$ cat src/design/dsmb_pkg.sv
// Shared types and constants for the depth-scaled motion blur core.
// No dependencies.
package dsmb_pkg;
    localparam int DefMaxSpan     = 32;
    localparam int DefMaxRowWidth = 4096;
    localparam int ChanW          = 16;
    localparam int DepthW         = 24;
    localparam int ShiftW         = 12;
    localparam int AccW           = 22;
    localparam int OutW           = 13;
    localparam int DqW            = 20;   // quotient of span division, Q.8
    localparam int ShareW         = 24;   // channel*256/dq
    localparam logic [AccW-1:0] AccMax = '1;
    localparam logic [OutW-1:0] OneQ12 = 13'd4096;
    localparam logic [DepthW-1:0] NonFiniteDepth = 24'd256000;
    localparam logic [3:0] RegBlurShift = 4'd0;

    // one classified pixel handed from front to back
    typedef struct packed {
        logic [ShareW-1:0] sr;
        logic [ShareW-1:0] sg;
        logic [ShareW-1:0] sb;
        logic [DqW-1:0]    dq;
        logic              row_end;
    } t_job;

    typedef enum logic [2:0] {
        FR_IDLE, FR_SPAN, FR_SHARE, FR_PUSH
    } t_front_state;

    typedef enum logic [2:0] {
        BK_IDLE, BK_ADD, BK_EMIT, BK_FLUSH, BK_CLEAR
    } t_back_state;
endpackage

$ cat src/design/dsmb_front.sv
// Front part: computes span dq and the per-channel shares with serial dividers.
// Depends on dsmb_pkg.
module dsmb_front #(
    parameter int MaxSpan = dsmb_pkg::DefMaxSpan
) (
    input  logic                          i_clk,
    input  logic                          i_rst_n,
    input  logic [dsmb_pkg::ShiftW-1:0]   i_blur_shift,
    input  logic                          i_push,
    output logic                          o_full,
    input  logic [dsmb_pkg::ChanW-1:0]    i_red,
    input  logic [dsmb_pkg::ChanW-1:0]    i_green,
    input  logic [dsmb_pkg::ChanW-1:0]    i_blue,
    input  logic [dsmb_pkg::DepthW-1:0]   i_depth,
    input  logic                          i_depth_finite,
    input  logic                          i_row_end,
    output logic                          o_job_valid,
    input  logic                          i_job_ready,
    output dsmb_pkg::t_job                o_job
);
    import dsmb_pkg::*;
    localparam int NumW = 32;   // blur_shift*655360 < 2^32
    localparam int DenW = 29;
    localparam int CntW = 5;

    t_front_state r_st, n_st;
    logic [NumW-1:0] r_num, n_num;     // dividend shifting left
    logic [DenW+1:0] r_rem, n_rem;
    logic [DenW-1:0] r_den, n_den;
    logic [NumW-1:0] r_quo, n_quo;
    logic [CntW-1:0] r_cnt, n_cnt;
    logic [ChanW-1:0] r_r, r_g, r_b;
    logic r_re;
    // share dividers: three in parallel, 24-bit dividends
    logic [ShareW-1:0] r_nr, r_ng, r_nb, n_nr, n_ng, n_nb;
    logic [DqW:0] r_rr, r_rg, r_rb, n_rr, n_rg, n_rb;
    logic [ShareW-1:0] r_qr, r_qg, r_qb, n_qr, n_qg, n_qb;
    logic [DqW-1:0] r_dq, n_dq;
    logic [DenW+1:0] t_rem;
    logic [DqW:0] t_rr, t_rg, t_rb;
    logic [DepthW-1:0] dep;
    logic [NumW-1:0] q_raw;

    assign dep = i_depth_finite ? i_depth : NonFiniteDepth;
    assign q_raw = r_quo;

    always_comb begin
        n_st = r_st;
        case (r_st)
            FR_IDLE:  if (i_push) n_st = FR_SPAN;
            FR_SPAN:  if (r_cnt == CntW'(NumW-1)) n_st = FR_SHARE;
            FR_SHARE: if (r_cnt == CntW'(ShareW-1)) n_st = FR_PUSH;
            FR_PUSH:  if (i_job_ready) n_st = FR_IDLE;
            default:  n_st = FR_IDLE;
        endcase
    end

    always_comb begin
        n_num = r_num; n_rem = r_rem; n_den = r_den; n_quo = r_quo; n_cnt = r_cnt;
        n_nr = r_nr; n_ng = r_ng; n_nb = r_nb;
        n_rr = r_rr; n_rg = r_rg; n_rb = r_rb;
        n_qr = r_qr; n_qg = r_qg; n_qb = r_qb; n_dq = r_dq;
        t_rem = '0; t_rr = '0; t_rg = '0; t_rb = '0;
        case (r_st)
            FR_IDLE: begin
                n_num = NumW'(i_blur_shift) * NumW'(655360);
                n_den = DenW'(dep) * DenW'(10) + DenW'(256);
                n_rem = '0; n_quo = '0; n_cnt = '0;
            end
            FR_SPAN: begin
                t_rem = {r_rem[DenW:0], r_num[NumW-1]};
                n_num = r_num << 1;
                if (t_rem >= (DenW+2)'(r_den)) begin
                    n_rem = t_rem - (DenW+2)'(r_den);
                    n_quo = {r_quo[NumW-2:0], 1'b1};
                end else begin
                    n_rem = t_rem;
                    n_quo = {r_quo[NumW-2:0], 1'b0};
                end
                n_cnt = r_cnt + 1'b1;
                if (r_cnt == CntW'(NumW-1)) begin
                    n_cnt = '0;
                    n_nr = {r_r, 8'd0}; n_ng = {r_g, 8'd0}; n_nb = {r_b, 8'd0};
                    n_rr = '0; n_rg = '0; n_rb = '0;
                end
            end
            FR_SHARE: begin
                if (r_cnt == '0) begin
                    // clamp span to [1, MAX_SPAN] once the quotient is final
                    if (q_raw < NumW'(256)) n_dq = DqW'(256);
                    else if (q_raw > NumW'(MaxSpan*256)) n_dq = DqW'(MaxSpan*256);
                    else n_dq = DqW'(q_raw);
                end
                t_rr = {r_rr[DqW-1:0], r_nr[ShareW-1]};
                t_rg = {r_rg[DqW-1:0], r_ng[ShareW-1]};
                t_rb = {r_rb[DqW-1:0], r_nb[ShareW-1]};
                n_nr = r_nr << 1; n_ng = r_ng << 1; n_nb = r_nb << 1;
                if (t_rr >= (DqW+1)'(n_dq)) begin
                    n_rr = t_rr - (DqW+1)'(n_dq); n_qr = {r_qr[ShareW-2:0], 1'b1};
                end else begin
                    n_rr = t_rr; n_qr = {r_qr[ShareW-2:0], 1'b0};
                end
                if (t_rg >= (DqW+1)'(n_dq)) begin
                    n_rg = t_rg - (DqW+1)'(n_dq); n_qg = {r_qg[ShareW-2:0], 1'b1};
                end else begin
                    n_rg = t_rg; n_qg = {r_qg[ShareW-2:0], 1'b0};
                end
                if (t_rb >= (DqW+1)'(n_dq)) begin
                    n_rb = t_rb - (DqW+1)'(n_dq); n_qb = {r_qb[ShareW-2:0], 1'b1};
                end else begin
                    n_rb = t_rb; n_qb = {r_qb[ShareW-2:0], 1'b0};
                end
                n_cnt = r_cnt + 1'b1;
            end
            default: ;
        endcase
    end

    always_ff @(posedge i_clk) begin
        if (!i_rst_n) begin
            r_st <= FR_IDLE;
            r_cnt <= '0;
        end else begin
            r_st <= n_st;
            r_cnt <= n_cnt;
        end
        r_num <= n_num; r_rem <= n_rem; r_den <= n_den; r_quo <= n_quo;
        r_nr <= n_nr; r_ng <= n_ng; r_nb <= n_nb;
        r_rr <= n_rr; r_rg <= n_rg; r_rb <= n_rb;
        r_qr <= n_qr; r_qg <= n_qg; r_qb <= n_qb; r_dq <= n_dq;
        if (r_st == FR_IDLE && i_push) begin
            r_r <= i_red; r_g <= i_green; r_b <= i_blue; r_re <= i_row_end;
        end
    end

    assign o_full = (r_st != FR_IDLE);
    assign o_job_valid = (r_st == FR_PUSH);
    assign o_job = '{sr: r_qr, sg: r_qg, sb: r_qb, dq: r_dq, row_end: r_re};

    a_span_range: assert property (@(posedge i_clk) disable iff (!i_rst_n)
        o_job_valid |-> (o_job.dq >= DqW'(256) && o_job.dq <= DqW'(MaxSpan*256)))
        else $error("span out of range");
    a_hold: assert property (@(posedge i_clk) disable iff (!i_rst_n)
        o_job_valid && !i_job_ready |=> o_job_valid && $stable(o_job))
        else $error("job changed while stalled");
    a_busy: assert property (@(posedge i_clk) disable iff (!i_rst_n)
        i_push && !o_full |=> o_full)
        else $error("front not busy after accept");
endmodule

$ cat config.mk
export PLATFORM = sky130hd
export DESIGN_NAME = dsmb_front
export DESIGN_NICKNAME = d
export VERILOG_FILES = /design/src/design/dsmb_pkg.sv /design/src/design/dsmb_front.sv
export SDC_FILE = /design/constraint.sdc
export NUM_CORES = 1
export LEC_CHECK = 0
export BUFFER_PORTS_ARGS = -buffer_cell sky130_fd_sc_hd__buf_2
export CORE_ASPECT_RATIO = 1.5
export CORE_MARGIN = 8
export CORE_UTILIZATION = 61
export CTS_CLUSTER_SIZE = 16
export DETAILED_ROUTE_END_ITERATION = 16
export GPL_ROUTABILITY_DRIVEN = 0
export PLACE_DENSITY = 0.81
export RECOVER_POWER = 50
export SYNTH_ARGS = -nofsm -noshare
export SYNTH_HDL_FRONTEND = slang
export SYNTH_SLANG_ARGS = --single-unit
$ cat constraint.sdc
create_clock -name i_clk -period 16.03 [get_ports i_clk]
set_clock_uncertainty 0.05 [all_clocks]
set_input_delay 1.603 -clock i_clk [delete_from_list [all_inputs] [get_ports i_clk]]
set_output_delay 1.603 -clock i_clk [all_outputs]
set_load 0.03 [all_outputs]
[Yosys cells after proc, flatten, opt, wreduce, memory -nomap -nowiden]
Index checks and enable logic that the tools add are counted.
Cells by class
  add/subtract/negate cells: 6
  $mul: 2
  div/mod/pow operators: 0
  magnitude comparators: 6
  equal/unequal tests: 9
  shift operators: 0
  mux-type cells: 33
  bitwise logic cells: 0
  reductions and logical operators: 9
Operators with widths (number)
  2-to-1 mux 20 bit: 8
  case mux 24 bit (2 select lines): 3
  case mux 32 bit (2 select lines): 2
  case mux 20 bit (2 select lines): 3
  2-to-1 mux 24 bit: 4
  greater-or-equal comparator 21 x 20 -> 1 bit: 3
  case mux 30 bit (2 select lines): 1
  subtractor 20 bit: 3
  > comparator 32 x 14 -> 1 bit (second input constant): 1
  less-than comparator 32 x 9 -> 1 bit (second input constant): 1
  greater-or-equal comparator 31 x 29 -> 1 bit: 1
  2-to-1 mux 30 bit: 1
  subtractor 30 x 29 -> 30 bit: 1
  adder 28 x 9 -> 29 bit (second input constant): 1
  multiplier 24 x 3 -> 27 bit (second input constant): 1
  multiplier 12 x 3 -> 15 bit (second input constant): 1
  case mux 5 bit (3 select lines): 1
  2-to-1 mux 3 bit: 4
  case mux 3 bit (4 select lines): 1
  equality test 5 bit (second input constant): 2
  equality test 3 x 2 -> 1 bit (second input constant): 2
  inequality test 2 bit (second input constant): 3
  nonzero test 3 bit: 2
  adder 5 x 1 -> 5 bit (second input constant): 1
  other kinds (10): 14
Storage, ports and cells
  register bits: 404
  bits in latches: 0
  memory bits (writable): 0
  ROM bits: 0
  output and inout port bits: 95
  memories kept: 0

[Longest topological paths before layout]
  depth in word-level cells: 8
  depth in mapped cells: 21

[Worst setup path after synthesis]
Ideal clock, no wire load.
  path type: register to register
  start: reg r_st[0]
  end: reg r_nb[10], enable pin
  data arrival time: 10.841 ns
  data required time: 15.256 ns
  path slack: 4.415 ns
  cell stages (with the launch flop): 6
  clock period less this slack: 11.615 ns
  cell sequence: dfxtp_1 -> inv_1 -> ha_1 -> inv_1 -> clkbuf_1 -> o21ai_0
On the way
  word-level cells in the longest chain between the ends: 3
RTL lines
  start, declared: line dsmb_front.sv:26  | t_front_state r_st, n_st;
  start signal, assigned: line dsmb_front.sv:124  | r_st <= n_st;
  equality test 3 x 1 -> 1 bit or equality test 3 x 2 -> 1 bit (tied branches): line dsmb_front.sv:64  | case (r_st)
  inequality test 2 bit (no line) or nonzero test 2 bit (tied branches)
  AND reduction 2 bit (no line) *
  end signal, assigned: line dsmb_front.sv:128  | r_nr <= n_nr; r_ng <= n_ng; r_nb <= n_nb;
  end, declared: line dsmb_front.sv:35  | logic [ShareW-1:0] r_nr, r_ng, r_nb, n_nr, n_ng, n_nb;
Every way passes the cells marked *; elsewhere a longest branch is shown, timed or not.
A chain may end at the register's enable or synchronous reset.

[Worst setup path in the final report]
  start: reg r_st[0]
  end: reg r_ng[22], enable pin
On the way
  word-level cells in the longest chain between the ends: 3
RTL lines (line)
  equality test 3 x 1 -> 1 bit or equality test 3 x 2 -> 1 bit (tied branches): dsmb_front.sv:64
  inequality test 2 bit (no line) or nonzero test 2 bit (tied branches)
  AND reduction 2 bit (no line) *
  end signal, assigned: dsmb_front.sv:128
  end, declared: dsmb_front.sv:35
Marks and branches as above.

==> summary.md <==
| Metric | Value |
|---|---|
| Pleak | 0.00904 uW |
| Unrepaired setup endpoints after global routing | no |
| Maximum single-stage delay on the critical path | 2780 ps |
| Full die area | 39,800 sq um |
| Top_reg_cell synth | edfxtp_1 |
| Core area | 33,200 sq um |
| Number of sinks handled by clock tree synthesis | 361 |
| Number of ports placed on the die boundary | 185 |
| Cell at the root of the clock tree | clkbuf_16 |
| Fmax | 0.153 GHz |
| Total area of sequential cells | 10,800 sq um |
| Number of endpoints with negative hold slack in the final report | 0 |
| Dominant cells by area after synthesis | edfxtp_1 (52%), ha_1 (9.8%), xnor2_1 (3.5%), mux2i_1 (3.3%), nor2_1 (2.8%) |
| Family with the most delay on the worst path | compound AO/OA/AOI/OAI gates |
| Top-count cell post-synth | edfxtp_1 |
| Width of the die | 166 um |
| First-pass GRT wire length | 70,400 um |
| Vias in the first global route | 14.4k |
| Pin count of the biggest net entering global routing | 84 |
| Slowest stage cell on the critical path | o21ai_0 |
| FP Rows | 82 |
| Count of unresolved DRC violations after routing | 0 |
| Share of cells above drive strength 1 | 0.139 |
| Share of the clock period used by the worst path | 0.408 |
| Cell area after placement | 21,800 sq um |
| Relative max-transition margin | -1.46 |
| Ratio of total power to cell area | 180 nW/um^2 |
| # diodes | 0 |
| CTS HTree Levels | 2 |
| Proportion of synthesized flip-flops having asynchronous set or reset | 0 |
| Number of buffers and inverters on the critical path | 3 |
| Max-cap check violation count | 6 |
| Detailed-routed wire length on met2 | 23,600 um |
| Worst endpoint data arrival time | 6620 ps |
| Detailed placement HPWL | 31,600 um |
| Warning count from the yosys run | 0 |
| Setup slack of the most critical reg-to-reg path | 9480 ps |
| Filler Cells Inserted | 2,466 |
| Post-cts sizing count | 0 |
| Area growth from synthesis to layout | 11.7% |
| GRT overflow | 0 |
| Worst VDD drop | 0.000156 V |
| Crit path max fanout | 83 |
| Post-Syn Nets | 1,992 |
| Total area of multi-input combinational cells | 9090 sq um |
| Biggest area consumer among synthesized cells | edfxtp_1 |
| Clock edge transition at the registers on the reported setup and hold paths | 60 ps |
| Met1 routed wirelength after detailed routing | 16,900 um |
| Number of standard cells after synthesis | 1,735 |
| Violated checks | max-capacitance violations, max-slew violations |
| Required time of the critical path | 16,110 ps |
| Initial core utilization | 0.615 |
| GRT Resource Usage Total | 0.220 |
| Category of the critical setup timing path | reg -> reg |
| Kind of end point of the critical path | register |
| Final wirelength | 44,200 um |
| Top layer in use | met4 |
| Top-area cell type share of the netlist area | 0.520 |
| Setup violators final | 0 |
| Average routed wire per standard cell | 18.8 um |
| Height of the die | 240 um |
| Number of flops mapped to enable cells by yosys | 354 |
| Part of the Yosys area used for sequential elements | 0.526 |
| Worst-Skew Late Latency | 530 ps |
| Via total after detailed routing | 14.1k |
| Initial antenna violation count | 0 |
| Mean instance size in the synthesized netlist | 11.8 sq um |
| Vias per cell | 5.97 |
| Maximum clock path buffer count | 3 |
| Final sum of negative setup slack | 0 ps |
| CP Launch Type | register |
| Pre-antenna DRT Iters | 5 |
| Post-synthesis sequential element count | 361 |
| Status | finished, violations left |
| Number of distinct standard cells referenced by the synthesized netlist | 86 |
| Total standard cell area after synthesis | 20,500 sq um |
| Worst hold path class | reg -> reg |
| Final total power | 4110 uW |
| Post-layout nets | 2,173 |
| DR WL met3 | 1760 um |
| Pin slew with the least headroom to its limit | 3650 ps |
| Final critical delay including setup and external delays | 6550 ps |
| Count of input and output buffers | 184 |
| TritonCTS Buffers | 36 |
| Initial DRC count | 834 |
| Crit-path cells | inv_1 > ha_1 > clkinv_1 > o21ai_0 > buf_4 |
| Cts hold-fix bufs | 0 |
| CTS tree | built |
| Post-CTS setup repair buffer count | 0 |
| Design Area, Final | 22,900 sq um |
| Post-DRT Antenna Nets | 0 |
| Final number of max-transition violations | 260 |
| Synth top cells by count | edfxtp_1 (354), ha_1 (161), nor2_1 (150), inv_1 (105), a21oi_1 (104) |
-- path summary, 6_finish.rpt --
kind	from	endpoint	cells past startpoint
worst max-delay path	r_st[0]	r_ng[22]	5
worst min-delay path	r_qg[13]	r_qg[14]	0
worst max register to register	r_st[0]	r_ng[22]	5
worst min register to register	r_qg[13]	r_qg[14]	0
-- layout by cell type, fill, tap and decap left out, types with 17 or more instances in the layout --
cell type,synthesis,final
a211oi_1,17,17
a21o_1,47,47
a21oi_1,104,103
and2_0,0,26
and2_1,61,34
buf_2,7,133
clkbuf_1,37,60
clkbuf_16,0,39
edfxtp_1,354,354
ha_1,161,161
inv_1,105,104
mux2_2,49,47
mux2i_1,68,68
nand2_1,73,72
nand3_1,24,24
nand4_1,17,17
nor2_1,150,150
nor2b_1,26,26
nor3_1,23,23
o21ai_0,81,81
o21bai_1,17,17
xnor2_1,82,82
xor2_1,37,37
-- routing by layer --
layer | up-vias | track usage
li1 | 6771 | -
met1 | 6871 | 0.241
met2 | 337 | 0.408
met3 | 109 | 0.0305
met4 | 0 | 0.0993
met5 | - | 0
-- per-stage QoR --
step | instances | util | hold slack (ps) | setup WS [ps]
2_1_floorplan | 1735 | - | 425 | 4410
6_report | 2358 | 0.688 | 399 | 9480
4_1_cts | 2358 | 0.691 | 399 | 10340
3_5_place_dp | 2298 | 0.656 | 380 | 10320
5_1_grt | 2358 | 0.688 | 410 | 9020
3_3_place_gp | 2298 | 0.656 | 373 | 10450
-- flip-flops by register name (all words and copies together), names as in the netlist, 5 cells and up --
register and count:
q_raw 32, r_num 15, r_nb 16, r_cnt 5, r_qg 24, r_nr 16
r_dq 20, r_ng 16, r_qr 24, r_qb 24, r_rr 20, r_rg 20
r_rem 30, r_b 16, r_rb 20, r_g 16, r_r 16, r_den 28
-- logic make-up (layout without fill, tap and decap cells) --
logic type	Yosys count	in the layout	synth area share
flops	361	361	0.526
xor+xnor	119	119	0.0509
fa+ha+maj	167	167	0.104
mux	117	117	0.0602
other cells	1	1	0.000183
buf+inv	156	359	0.0302
compound gates	370	370	0.117
simple gates	444	444	0.110
-- layout make-up --
cell class | instances | share of cell area
repair buffers | 193 | 0.0398
well taps | 420 | 0.0230
multi-input cells | 1218 | 0.398
inverters | 106 | 0.0174
clock buffers | 45 | 0.0441
flip-flops and latches | 361 | 0.471
clock inverters | 15 | 0.00668
-- where the power goes --
part	total [uW]	switching, uW	internal, uW
sequential	1550	116	1440
clock	839	359	480
combinational	1720	1070	648
Note: power is estimated with default switching activity, not from simulation.
