### src/design/dsmb_pkg.sv
// Shared types and constants for the depth-scaled motion blur core.
// No dependencies.
package dsmb_pkg;
    localparam int DefMaxSpan     = 32;
    localparam int DefMaxRowWidth = 4096;
    localparam int ChanW          = 16;
    localparam int DepthW         = 24;
    localparam int ShiftW         = 12;
    localparam int AccW           = 22;
    localparam int OutW           = 13;
    localparam int DqW            = 20;   // quotient of span division, Q.8
    localparam int ShareW         = 24;   // channel*256/dq
    localparam logic [AccW-1:0] AccMax = '1;
    localparam logic [OutW-1:0] OneQ12 = 13'd4096;
    localparam logic [DepthW-1:0] NonFiniteDepth = 24'd256000;
    localparam logic [3:0] RegBlurShift = 4'd0;

    // one classified pixel handed from front to back
    typedef struct packed {
        logic [ShareW-1:0] sr;
        logic [ShareW-1:0] sg;
        logic [ShareW-1:0] sb;
        logic [DqW-1:0]    dq;
        logic              row_end;
    } t_job;

    typedef enum logic [2:0] {
        FR_IDLE, FR_SPAN, FR_SHARE, FR_PUSH
    } t_front_state;

    typedef enum logic [2:0] {
        BK_IDLE, BK_ADD, BK_EMIT, BK_FLUSH, BK_CLEAR
    } t_back_state;
endpackage

### src/design/dsmb_queue.sv
// Short job queue between front and back parts.
// Depends on dsmb_pkg.
module dsmb_queue (
    input  logic           i_clk,
    input  logic           i_rst_n,
    input  logic           i_wr,
    output logic           o_wr_ready,
    input  dsmb_pkg::t_job i_data,
    output logic           o_rd_valid,
    input  logic           i_rd,
    output dsmb_pkg::t_job o_data
);
    import dsmb_pkg::*;
    t_job r_mem [2];
    logic r_wp, r_rp;
    logic [1:0] r_cnt;

    assign o_wr_ready = (r_cnt != 2'd2);
    assign o_rd_valid = (r_cnt != 2'd0);
    assign o_data = r_mem[r_rp];

    always_ff @(posedge i_clk) begin
        if (!i_rst_n) begin
            r_wp <= 1'b0; r_rp <= 1'b0; r_cnt <= '0;
        end else begin
            if (i_wr && o_wr_ready) r_wp <= ~r_wp;
            if (i_rd && o_rd_valid) r_rp <= ~r_rp;
            r_cnt <= r_cnt + 2'((i_wr && o_wr_ready) ? 1 : 0)
                           - 2'((i_rd && o_rd_valid) ? 1 : 0);
        end
        if (i_wr && o_wr_ready) r_mem[r_wp] <= i_data;
    end

    a_cnt: assert property (@(posedge i_clk) disable iff (!i_rst_n)
        r_cnt != 2'd3) else $error("queue count overflow");
    a_ptr: assert property (@(posedge i_clk) disable iff (!i_rst_n)
        (r_cnt == 2'd0 || r_cnt == 2'd2) |-> r_wp == r_rp)
        else $error("queue pointers inconsistent");
    a_no_ovf: assert property (@(posedge i_clk) disable iff (!i_rst_n)
        r_cnt == 2'd2 && !i_rd |=> r_cnt == 2'd2)
        else $error("queue lost entry");
endmodule

### config.mk
export PLATFORM = sky130hd
export DESIGN_NAME = dsmb_queue
export DESIGN_NICKNAME = d
export VERILOG_FILES = /design/src/design/dsmb_pkg.sv /design/src/design/dsmb_queue.sv
export SDC_FILE = /design/constraint.sdc
export NUM_CORES = 1
export LEC_CHECK = 0
export ABC_AREA = 1
export BUFFER_PORTS_ARGS = -buffer_cell sky130_fd_sc_hd__buf_2
export CORE_MARGIN = 5
export CORE_UTILIZATION = 45
export CTS_CLUSTER_SIZE = 20
export DETAILED_ROUTE_END_ITERATION = 8
export PLACE_DENSITY_LB_ADDON = 0.08
export SYNTH_ARGS = -nofsm -noshare
export SYNTH_HDL_FRONTEND = slang
export SYNTH_SLANG_ARGS = --single-unit
### constraint.sdc
create_clock -name i_clk -period 6.2 [get_ports i_clk]
set_clock_uncertainty 0.15 [all_clocks]
set_input_delay 1.55 -clock i_clk [delete_from_list [all_inputs] [get_ports i_clk]]
set_output_delay 1.55 -clock i_clk [all_outputs]
set_load 0.05 [all_outputs]
-- Word-level counts from Yosys, hierarchy flattened
Memories as Yosys holds them, arrays and structs flattened. A register that Yosys moved wholly into a read port is not among the register bits.
Index checks and enable logic that the tools add are counted.
- muxes and demuxes: 6
- magnitude comparators: 0
- multiply operators: 0
- bitwise gates (word level): 2
- div/mod/pow operators: 0
- $add $sub $neg: 2
- eq/ne operators: 1
- shift-type cells: 0
- reductions and logical operators: 3
- operators by type and width (kind ; number):
    $mux W1 ; 6
    $add A2 B1 Y2 ; 1
    $logic_and A1 B1 Y1 ; 2
    $ne A2 B2 Y1 const B ; 1
    $not A1 Y1 ; 2
    $reduce_bool A2 Y1 ; 1
    $sub A2 B1 Y2 ; 1
- memories kept: 1
- word-level logic and storage cells: 18
- bits in read-only memories: 0
- bits in writable memories: 186
- flip-flop bits (word level): 4
- latch bits: 0
- memories (name ; depth ; bits a word ; read ports ; clocked after memory_dff ; wr ports ; RTL line ; RTL):
    r_mem ; 2 ; 93 ; 1 ; 1 ; 1 ; dsmb_queue.sv:14 ; t_job r_mem [2];

-- Longest topological paths before layout
Gate-level depths: netlist of the first run.
- depth after elaboration: 5
- gate-level depth with buffers: 11
- depth with buffers taken out: 11

-- Worst setup path before layout of the first run
No wires, ideal clock.
- path type: input to register
- from: in i_wr
- to: mem r_mem[0][0] (netlist bit) (enable)
- stages: 2
- buffers on the path: 0
- path slack: -0.012 ns
- required time: 5.504 ns
- library setup time: 0.546 ns
- arrival: 5.516 ns
- path through: nand2_1 -> nor2_1
- cells in the longest elaborated chain, start to end: 3
- RTL lines (item ; RTL line ; RTL):
    start, declared ; dsmb_queue.sv:6 ; input logic i_wr,
    $logic_and A1 B1 Y1 ; dsmb_queue.sv:31 ; if (i_wr && o_wr_ready) r_mem[r_wp] <= i_data;
    $mux W1 ; dsmb_queue.sv:31 ;
    $mux W1 (not written as such) ; dsmb_queue.sv:31 ;
    end, declared ; dsmb_queue.sv:14 ;
Every way passes these cells.

==> summary.md, run 1 <==
| Metric | Value |
|---|---|
| Outcome | `complete, no violations` |
| Multi-input gate area | `1430 um^2` |
| Final critical-path required period | `4.21 ns` |
| Number of port buffers | `~190` |
| Post-synthesis sequential area ratio | `0.786` |
| Max FO, Critical Path | `55` |
| Synth Area per Inst | `22.3 um^2` |
| Vias per std cell | `4.65` |
| Netlist cell types | `13` |
| Hold depth | `2` |
| Chip height | `about 140 um` |
| Clock network power share | `0.245` |
| R2R Setup Slk | `3.86 ns` |
| Leakage power | `0.00350 uW` |
| Area Growth Syn to Fin | `24.0%` |
| Clock Sinks | `191` |
| FMAX | `0.238 GHz` |
| Vias post-DR | `roughly 3,500` |
| CTS Root Cell | `clkbuf_16` |
| Largest net degree at the start of global routing | `between 50 and 60` |
| CP cell instances | `buf_4 -> mux2_4 -> buf_2` |
| Critical path depth in cells | `3` |
| Syn Nets | `approximately 420` |
| Sw Ratio | `0.360` |
| Clock transition at the registers of the reported paths | `approximately 0.060 ns` |
| Hold buffer count at CTS | `0` |
| Required @ worst endpoint | `4.50 ns` |
| Met3 Use GR | `0.0478` |
| Num ports | `192` |
| Worst path max stage delay | `~0.96 ns` |
| Internal power | `2660 uW` |
| Pins Over Slew Limit | `0` |
| Layout cells sized above 1 | `0.587` |
| Sequential cell area | `5690 um^2` |
| DRT Pass-1 Iters | `4` |
| MaxCap Viol Count | `0` |
| Min-Delay Path Class | `reg -> reg` |
| Setup TNS | `0 ns` |
| Synth Instances | `325` |
| Met1 usage | `0.160` |
| CTS resizes | `0` |
| TritonCTS buffer count | `17` |
| DIE WIDTH | `137 um` |
| Total GRT Usage | `0.138` |
| Final setup fails | `0` |
| RSZ-0062 raised after global routing | `false` |
| Final Hold Fails | `0` |
| Synthesized area | `7230 um^2` |
| Initial drt markers | `124` |
| Placeable Area | `15,800 um^2` |
| Worst ir drop on vdd | `0.244 mV` |
| Psw | `1500 uW` |
| Buffer count from post-CTS setup fixing | `0` |
| Arr. time, crit path | `2.51 ns` |
| Total gr overflow | `0` |
| DIE AREA | `18,700 um^2` |
| Slew @ Worst Pin | `0.931 ns` |
| WL final | `between 10 and 15 mm` |
| Setup crit start kind | `flop` |
| Worst slew margin | `0.379` |
| Top delay family on crit path | `flip-flops` |
| FILL cells | `1,254` |
| H-tree depth | `4` |
| Post-DP HPWL | `~8.9 mm` |
| GRT met2 Usage | `0.236` |
| Worst skew pair latency | `0.41 ns` |
| Initial antenna violation count | `2` |
| Post-route ant nets | `0` |
| Placer Congestion | `0.673` |
| Cell Pwr Density | `463 nW/um^2` |
| Buf/Inv on CP | `2` |
| Final nets | `roughly 630` |
| Pwr Total | `4150 uW` |
| Commonest cells after routing, fill and taps aside | `buf_2 (191), edfxtp_1 (186), mux2_4 (70)` |
| Yosys Warn Count | `0` |
| CTS tree | `yes` |
| CTS max path bufs | `2` |
| Slowest cell on the critical path | `dfxtp_4` |
| First-pass GRT wire length | `19.2 mm` |
| Initial core utilization | `0.457` |
| Vias in the first global route | `~3,700` |
| Rows | `46` |
| Sequential power share | `0.417` |
| GR peak layer | `met2` |
| Crit. End Element | `output pin` |
| Crit Path Class | `reg -> out` |
| Residual DRC | `0` |
| Yosys reg bits | `191` |
| Fin crit share | `0.679` |
| Comb pwr share | `0.338` |
| WL/cell | `17.2 um` |
| Commonest non-fill, non-tap cell in the layout | `buf_2` |
| R2r worst-path depth | `5` |
| Final hold slack | `0.358 ns` |
==> power groups by stage <==
| stage | registers (uW) | logic, uW | clock network (uW) |
|---|---|---|---|
| floorplan | 1710 | 1200 | 0 |
| global placement | 1760 | 1420 | 0 |
| detailed placement | 1760 | 1420 | 0 |
| CTS | 1740 | 1430 | 1050 |
| global route | 1750 | 1470 | 1090 |
| finish | 1730 | 1400 | 1020 |
==> worst paths after layout <==
path / from / end
max: flop / o_data[67]
min reg2reg: r_rp$_SDFFE_PN0P_ / r_rp$_SDFFE_PN0P_
max reg2reg: r_cnt[0]$_SDFF_PN0_ / r_mem[1][91]$_DFFE_PP_
min: r_rp$_SDFFE_PN0P_ / r_rp$_SDFFE_PN0P_
==> cell type report <==
cell class,count,area share
sequential,191,0.634
multi-input combinational,117,0.160
timing repair buffer,196,0.111
clock buffer,19,0.0483
tap,216,0.0301
clock inverter,12,0.0135
inverter,7,0.00321
antenna,1,0.000279
==> through the flow <==
step | area [um^2] | setup slack (ns) | util | cells
2_1_floorplan | 7230 | 1.55 | - | 325
3_3_place_gp | 8410 | 2.43 | 0.532 | 727
3_5_place_dp | 8410 | 2.38 | 0.532 | 727
4_1_cts | 8970 | 1.93 | 0.567 | 758
5_1_grt | 8970 | 1.86 | 0.567 | 759
6_report | 8970 | 1.99 | 0.567 | 759
==> sequential cells by signal, indices dropped and copies added (netlist names), named ones only <==
register and cells:
r_rp 1, r_wp 1, r_mem 186, r_cnt 2
==> cell usage after synthesis <==
library cell,number,area share
a21oi_1,2,0.0014
buf_2,2,0.0014
buf_4,1,0.0010
buf_6,7,0.011
dfxtp_1,5,0.014
edfxtp_1,186,0.77
ha_1,2,0.0035
inv_1,7,0.0036
mux2_2,23,0.036
mux2_4,70,0.15
nand2_1,9,0.0047
nand3_1,3,0.0021
nor2_1,8,0.0042
==> cells by family after synthesis <==
logic type               Yosys count  synth area share
flip-flops                       191             0.786
buffers and inverters             17            0.0170
adder cells (fa/ha/maj)            2           0.00346
multiplexers                      93             0.181
AO/OA/AOI/OAI                      2           0.00138
AND/OR/NAND/NOR                   20            0.0109
==> worst register-to-register path, cell delays in order, from the launching register on <==
cell and delay (ns):
dfxtp_1 0.36, inv_1 0.06, nand2_1 0.11, nand3_1 0.14, inv_4 0.54, buf_4 0.60
==> per-layer routing <==
metal,up-vias,routed length [um]
met3,17,866
li1,1676,-
met2,112,6730
met5,-,11
met4,2,220
met1,1723,5220
Power figures use the tool's default switching activity.
==> run 2: changes to the inputs <==
==> constraint.sdc (replaced) <==
create_clock -name i_clk -period 3.93 [get_ports i_clk]
set_clock_uncertainty 0.15 [all_clocks]
set_input_delay 0.9825 -clock i_clk [delete_from_list [all_inputs] [get_ports i_clk]]
set_output_delay 0.9825 -clock i_clk [all_outputs]
set_load 0.05 [all_outputs]
==> run 2 against run 1 <==
Net effect: wire length up 1.4%; clock power up 86%; core utilization up 1.1 points; first-iteration DRC count up 27%; via count up 1.8%; setup slack worse by 1.2 ns; highest routed layer unchanged; register-to-register slack worse by 2.0 ns.
==> summary.md, run 2 (synthesis gave the netlist of run 1 again) <==
| Metric | Value |
|---|---|
| Required @ worst endpoint | `2.80 ns` |
| Worst r2r src | `r_cnt[0]$_SDFF_PN0_` |
| Commonest non-fill, non-tap cell in the layout | `buf_2` |
| Vias per std cell | `~4.7` |
| Arr. time, crit path | `1.96 ns` |
| RSZ-0062 raised after global routing | `false` |
| Placed Area | `8480 um^2` |
| First-pass GRT wire length | `19.7 mm` |
| Worst skew pair latency | `0.42 ns` |
| Vias post-DR | `3,594` |
| Rows | `46` |
| Pwr Total | `6890 uW` |
| DRT Pass-1 Iters | `6` |
| Fin crit share | `0.788` |
| Hold depth | `2` |
| Residual DRC | `0` |
| FMAX | `around 0.32 GHz` |
| Commonest cells after routing, fill and taps aside | `buf_2 (191), edfxtp_1 (186), mux2_4 (70)` |
| Number of port buffers | `191` |
| Area Growth Syn to Fin | `26.5%` |
| Crit Path Class | `reg -> out` |
| Setup crit start kind | `flop` |
| Clock Sinks | `191` |
| Initial drt markers | `157` |
| Hold buffer count at CTS | `0` |
| Initial core utilization | `0.457` |
| Hold_sp | `r_rp$_SDFFE_PN0P_` |
| CP cell instances | `buf_12 -> mux2_2 -> buf_2` |
| Slew @ Worst Pin | `0.584 ns` |
| Buf/Inv on CP | `2` |
| Chip height | `137 um` |
| Post-Place Cells | `727` |
| CTS tree | `yes` |
| Final nets | `~630` |
| Min-Delay Path Class | `reg -> reg` |
| R2R Setup Slk | `approximately 1.9 ns` |
| Critical path depth in cells | `3` |
| Crit. End Element | `output pin` |
| Clock transition at the registers of the reported paths | `roughly 0.07 ns` |
| Placeable Area | `15,800 um^2` |
| Largest reg by FF count | `r_mem` |
| Largest regs | `r_mem (186), r_cnt (2)` |
| Worst slew margin | `0.610` |
| MaxCap Viol Count | `0` |
| CTS max path bufs | `2` |
| Post-DP HPWL | `roughly 8.9 mm` |
| Cell Pwr Density | `about 750 nW/um^2` |
| R2r worst-path depth | `5` |
| Setup TNS | `0 ns` |
| DIE WIDTH | `137 um` |
| Total GRT Usage | `0.143` |
| Final setup fails | `0` |
| WL final | `13.2 mm` |
| Max FO, Critical Path | `42` |
| Leakage power | `0.00358 uW` |
| WL/cell | `17.4 um` |
| Design Area, Final | `9150 um^2` |
| DIE AREA | `approximately 19,000 um^2` |
| R2r endpoint | `r_mem[1][46]$_DFFE_PP_` |
| Pins Over Slew Limit | `0` |
| Largest net degree at the start of global routing | `52` |
| FILL cells | `about 1,200` |
| Flip-flop count of the largest register, all copies and words added | `186` |
| Num ports | `192` |
| Placer Congestion | `about 0.72` |
| H-tree depth | `4` |
| Worst path max stage delay | `0.56 ns` |
| CTS resizes | `0` |
| Total gr overflow | `0` |
| Worst ir drop on vdd | `0.359 mV` |
| Layout cells sized above 1 | `0.597` |
| Slowest cell on the critical path | `dfxtp_4` |
| Outcome | `complete, no violations` |
| Non-Filler Instances | `approximately 760` |
| TritonCTS buffer count | `17` |
| ANT cells | `0` |
| Buffer count from post-CTS setup fixing | `0` |
| Final Hold Fails | `0` |
| Vias in the first global route | `3,738` |
| Post-route ant nets | `0` |
| Final critical-path required period | `3.10 ns` |
| CTS Root Cell | `clkbuf_16` |
| Top delay family on crit path | `flip-flops` |
| Initial antenna violation count | `1` |
## run 2: cell count changes in the layout (fill, tap and decap cells not counted), sizes merged
cell and change:
diode -1, bufinv +3, inv +2, clkinvlp -1
clkinv -4, clkbuf +1
## run 2: worst register-to-register path: cells and delay by family (launching register included)
family,cells,cell delay (ns)
buffers and inverters,3,0.92
DFF,1,0.37
and+or+nand+nor,2,0.27
## run 2: report_power, final
| part | total, uW | internal, uW | switching [uW] |
|---|---|---|---|
| logic | 2320 | 716 | 1600 |
| clock network | 1900 | 1190 | 718 |
| registers | 2670 | 2580 | 97.5 |
## run 2: how the worst max path moves through the flow
stage | start | endpoint | slack [ns]
floorplan | i_wr | r_mem[1][0]$_DFFE_PP_ | 0.43
global placement | flop | o_data[16] | 1.29
detailed placement | flop | o_data[19] | 1.27
CTS | flop | o_data[19] | 0.80
global route | flop | o_data[19] | 0.75
finish | flop | o_data[16] | 0.83
## run 2: per-stage QoR
stage / worst slack [ns] / util / hold WS (ns)
after CTS: 0.799 / 0.578 / 0.363
after global placement: 1.29 / 0.535 / 0.342
final: 0.833 / 0.578 / 0.358
after global routing: 0.747 / 0.578 / 0.393
after detailed placement: 1.27 / 0.535 / 0.347
after floorplan: 0.426 / - / 0.317
## run 2: layout make-up
| class | instances | area, um^2 | area share |
|---|---|---|---|
| Sequential cell | 191 | 5690 | 0.622 |
| Multi-Input combinational cell | 117 | 1430 | 0.156 |
| Timing Repair Buffer | 196 | 1060 | 0.115 |
| Clock buffer | 20 | 467 | 0.0510 |
| Tap cell | 216 | 270 | 0.0295 |
| Clock inverter | 12 | 205 | 0.0224 |
| Inverter | 7 | 28.8 | 0.00315 |
## run 2: layer usage
metal / share of wire / global-route usage / vias up
li1: - / - / 1683
met1: 0.40 / 0.170 / 1761
met2: 0.50 / 0.234 / 124
met3: 0.077 / 0.0515 / 24
met4: 0.022 / 0.0610 / 2
met5: 0.00053 / 0 / -
==> run 3: changes to the inputs <==
==> constraint.sdc (replaced) <==
create_clock -name i_clk -period 2.6 [get_ports i_clk]
set_clock_uncertainty 0.15 [all_clocks]
set_input_delay 0.65 -clock i_clk [delete_from_list [all_inputs] [get_ports i_clk]]
set_output_delay 0.65 -clock i_clk [all_outputs]
set_load 0.05 [all_outputs]
==> run 3 against run 2 <==
Net effect: critical path type unchanged; final cell count up 0.79%; worst hold slack worse by 0.086 ns; largest power group unchanged; non-clock buffer count up 6; die area unchanged; sequential share of layout area down 0.085 points; core utilization up 0.079 points.
==> summary.md, run 3 (synthesis gave the netlist of run 1 again) <==
| Metric | Value |
|---|---|
| Total gr overflow | `0` |
| Initial drt markers | `between 150 and 200` |
| DIE AREA | `18,700 um^2` |
| Core Util, Final | `0.579` |
| Crit Path Class | `reg -> out` |
| Total GRT Usage | `0.140` |
| Min-Delay Path Class | `in -> reg` |
| R2R Setup Slk | `0.79 ns` |
| Pins Over Slew Limit | `0` |
| Vias in the first global route | `3,770` |
| Crit. End Element | `output pin` |
| R2r worst-path depth | `5` |
| Placeable Area | `between 15,000 and 20,000 um^2` |
| Rows | `46` |
| Commonest cells after routing, fill and taps aside | `buf_2 (191), edfxtp_1 (186), mux2_4 (70)` |
| CTS tree | `yes` |
| Largest regs | `r_mem (186), r_cnt (2)` |
| Placer Congestion | `between 0.6 and 0.7` |
| DIE WIDTH | `137 um` |
| Final critical-path required period | `2.51 ns` |
| Worst skew pair latency | `0.41 ns` |
| CTS max path bufs | `2` |
| Chip height | `between 100 and 150 um` |
| Worst path max stage delay | `0.47 ns` |
| Worst ir drop on vdd | `~0.56 mV` |
| Hold depth | `1` |
| First-pass GRT wire length | `between 15 and 20 mm` |
| Final setup fails | `0` |
| H-tree depth | `4` |
| WL/cell | `about 17 um` |
| Vias per std cell | `4.65` |
| FMAX | `0.398 GHz` |
| Largest reg by FF count | `r_mem` |
| Fin crit share | `0.966` |
| RSZ-0062 raised after global routing | `true` |
| Post-Place Cells | `731` |
| Final nets | `635` |
| CP cell instances | `buf_4 -> mux2_4 -> buf_2` |
| Leakage power | `0.00357 uW` |
| Clock Sinks | `191` |
| MaxCap Viol Count | `0` |
| DRT Pass-1 Iters | `4` |
| Arr. time, crit path | `1.71 ns` |
| ANT cells | `0` |
| Final Hold Fails | `0` |
| Commonest non-fill, non-tap cell in the layout | `buf_2` |
| Clock transition at the registers of the reported paths | `0.07 ns` |
| Residual DRC | `0` |
| Worst slew margin | `0.696` |
| Slew @ Worst Pin | `0.455 ns` |
| Post-DP HPWL | `a little over 9 mm` |
| Setup crit start kind | `flop` |
| Required @ worst endpoint | `between 1.5 and 2 ns` |
| Number of port buffers | `approximately 190` |
| Initial antenna violation count | `1` |
| Non-Filler Instances | `765` |
| WL final | `13.1 mm` |
| Max FO, Critical Path | `12` |
| Slowest cell on the critical path | `dfxtp_4` |
| CTS Root Cell | `clkbuf_16` |
| Flip-flop count of the largest register, all copies and words added | `186` |
| Post-route ant nets | `0` |
| Vias post-DR | `about 3,600` |
| Area Growth Syn to Fin | `26.7%` |
| Outcome | `complete, no violations` |
| TritonCTS buffer count | `17` |
| Num ports | `roughly 190` |
| Initial core utilization | `0.457` |
| Largest net degree at the start of global routing | `49` |
| Layout cells sized above 1 | `0.601` |
| Pwr Total | `10,100 uW` |
| Cell Pwr Density | `1100 nW/um^2` |
==> run 3: cell types whose count changed in the layout (fill, tap and decap cells not counted), moves of 2 or more <==
| cell | delta |
|---|---|
| clkinvlp_4 | +3 |
| bufinv_16 | -3 |
| buf_4 | +3 |
| clkbuf_8 | -3 |
| clkbuf_1 | +2 |
| buf_12 | +3 |
| nand2_1 | -2 |
==> run 3: final timing paths <==
kind | start | to
max reg2reg | r_cnt[0]$_SDFF_PN0_ | r_mem[1][78]$_DFFE_PP_
min | i_data[53] | r_mem[0][53]$_DFFE_PP_
max | flop | o_data[89]
min reg2reg | r_rp$_SDFFE_PN0P_ | r_rp$_SDFFE_PN0P_
==> run 3: report_power, final <==
| group | switching (uW) | total (uW) | internal [uW] |
|---|---|---|---|
| Clock | 1080 | 2500 | 1420 |
| Sequential | 136 | 4030 | 3890 |
| Combinational | 2450 | 3590 | 1140 |
==> run 3: layout make-up <==
cell class / count / area (um^2)
fill: 1217 / 6670
sequential: 191 / 5690
multi-input combinational: 117 / 1460
timing repair buffer: 202 / 1140
clock buffer: 19 / 433
tap: 216 / 270
clock inverter: 13 / 139
inverter: 7 / 30.0
==> run 3: metal layers <==
layer / part of all wire / vias to the layer above / track usage
li1: - / 1696 / -
met1: 0.39 / 1738 / 0.159
met2: 0.52 / 109 / 0.244
met3: 0.078 / 11 / 0.0540
met4: 0.010 / 2 / 0.0432
met5: 0.0010 / - / 0
==> run 3: critical path, delay by kind of cell (launching register included) <==
kind / cells / cell delay (ns)
buf+inv: 2 / 0.50
mux: 1 / 0.32
flops: 1 / 0.47
==> run 3: timing repair <==
action / 4_1_cts / 5_1_grt
endpoints found under the setup margin: 58 / 1
gates resized for setup: 0 / 0
endpoints found under the hold margin: 0 / 0
hold buffers: 0 / 0
pin swaps: 0 / 0
setup buffers: 2 / 0
==> run 3: metrics by stage <==
stage / hold WS [ns] / setup slack (ns) / TNS [ns] / instance area, um^2
2_1_floorplan: 0.317 / -0.0541 / -7.60 / 7270
3_3_place_gp: 0.341 / 0.403 / 0 / 8570
3_5_place_dp: 0.364 / 0.376 / 0 / 8570
4_1_cts: 0.246 / 0.0437 / 0 / 9160
5_1_grt: 0.242 / -0.00235 / -0.00235 / 9160
6_report: 0.272 / 0.0880 / 0 / 9160
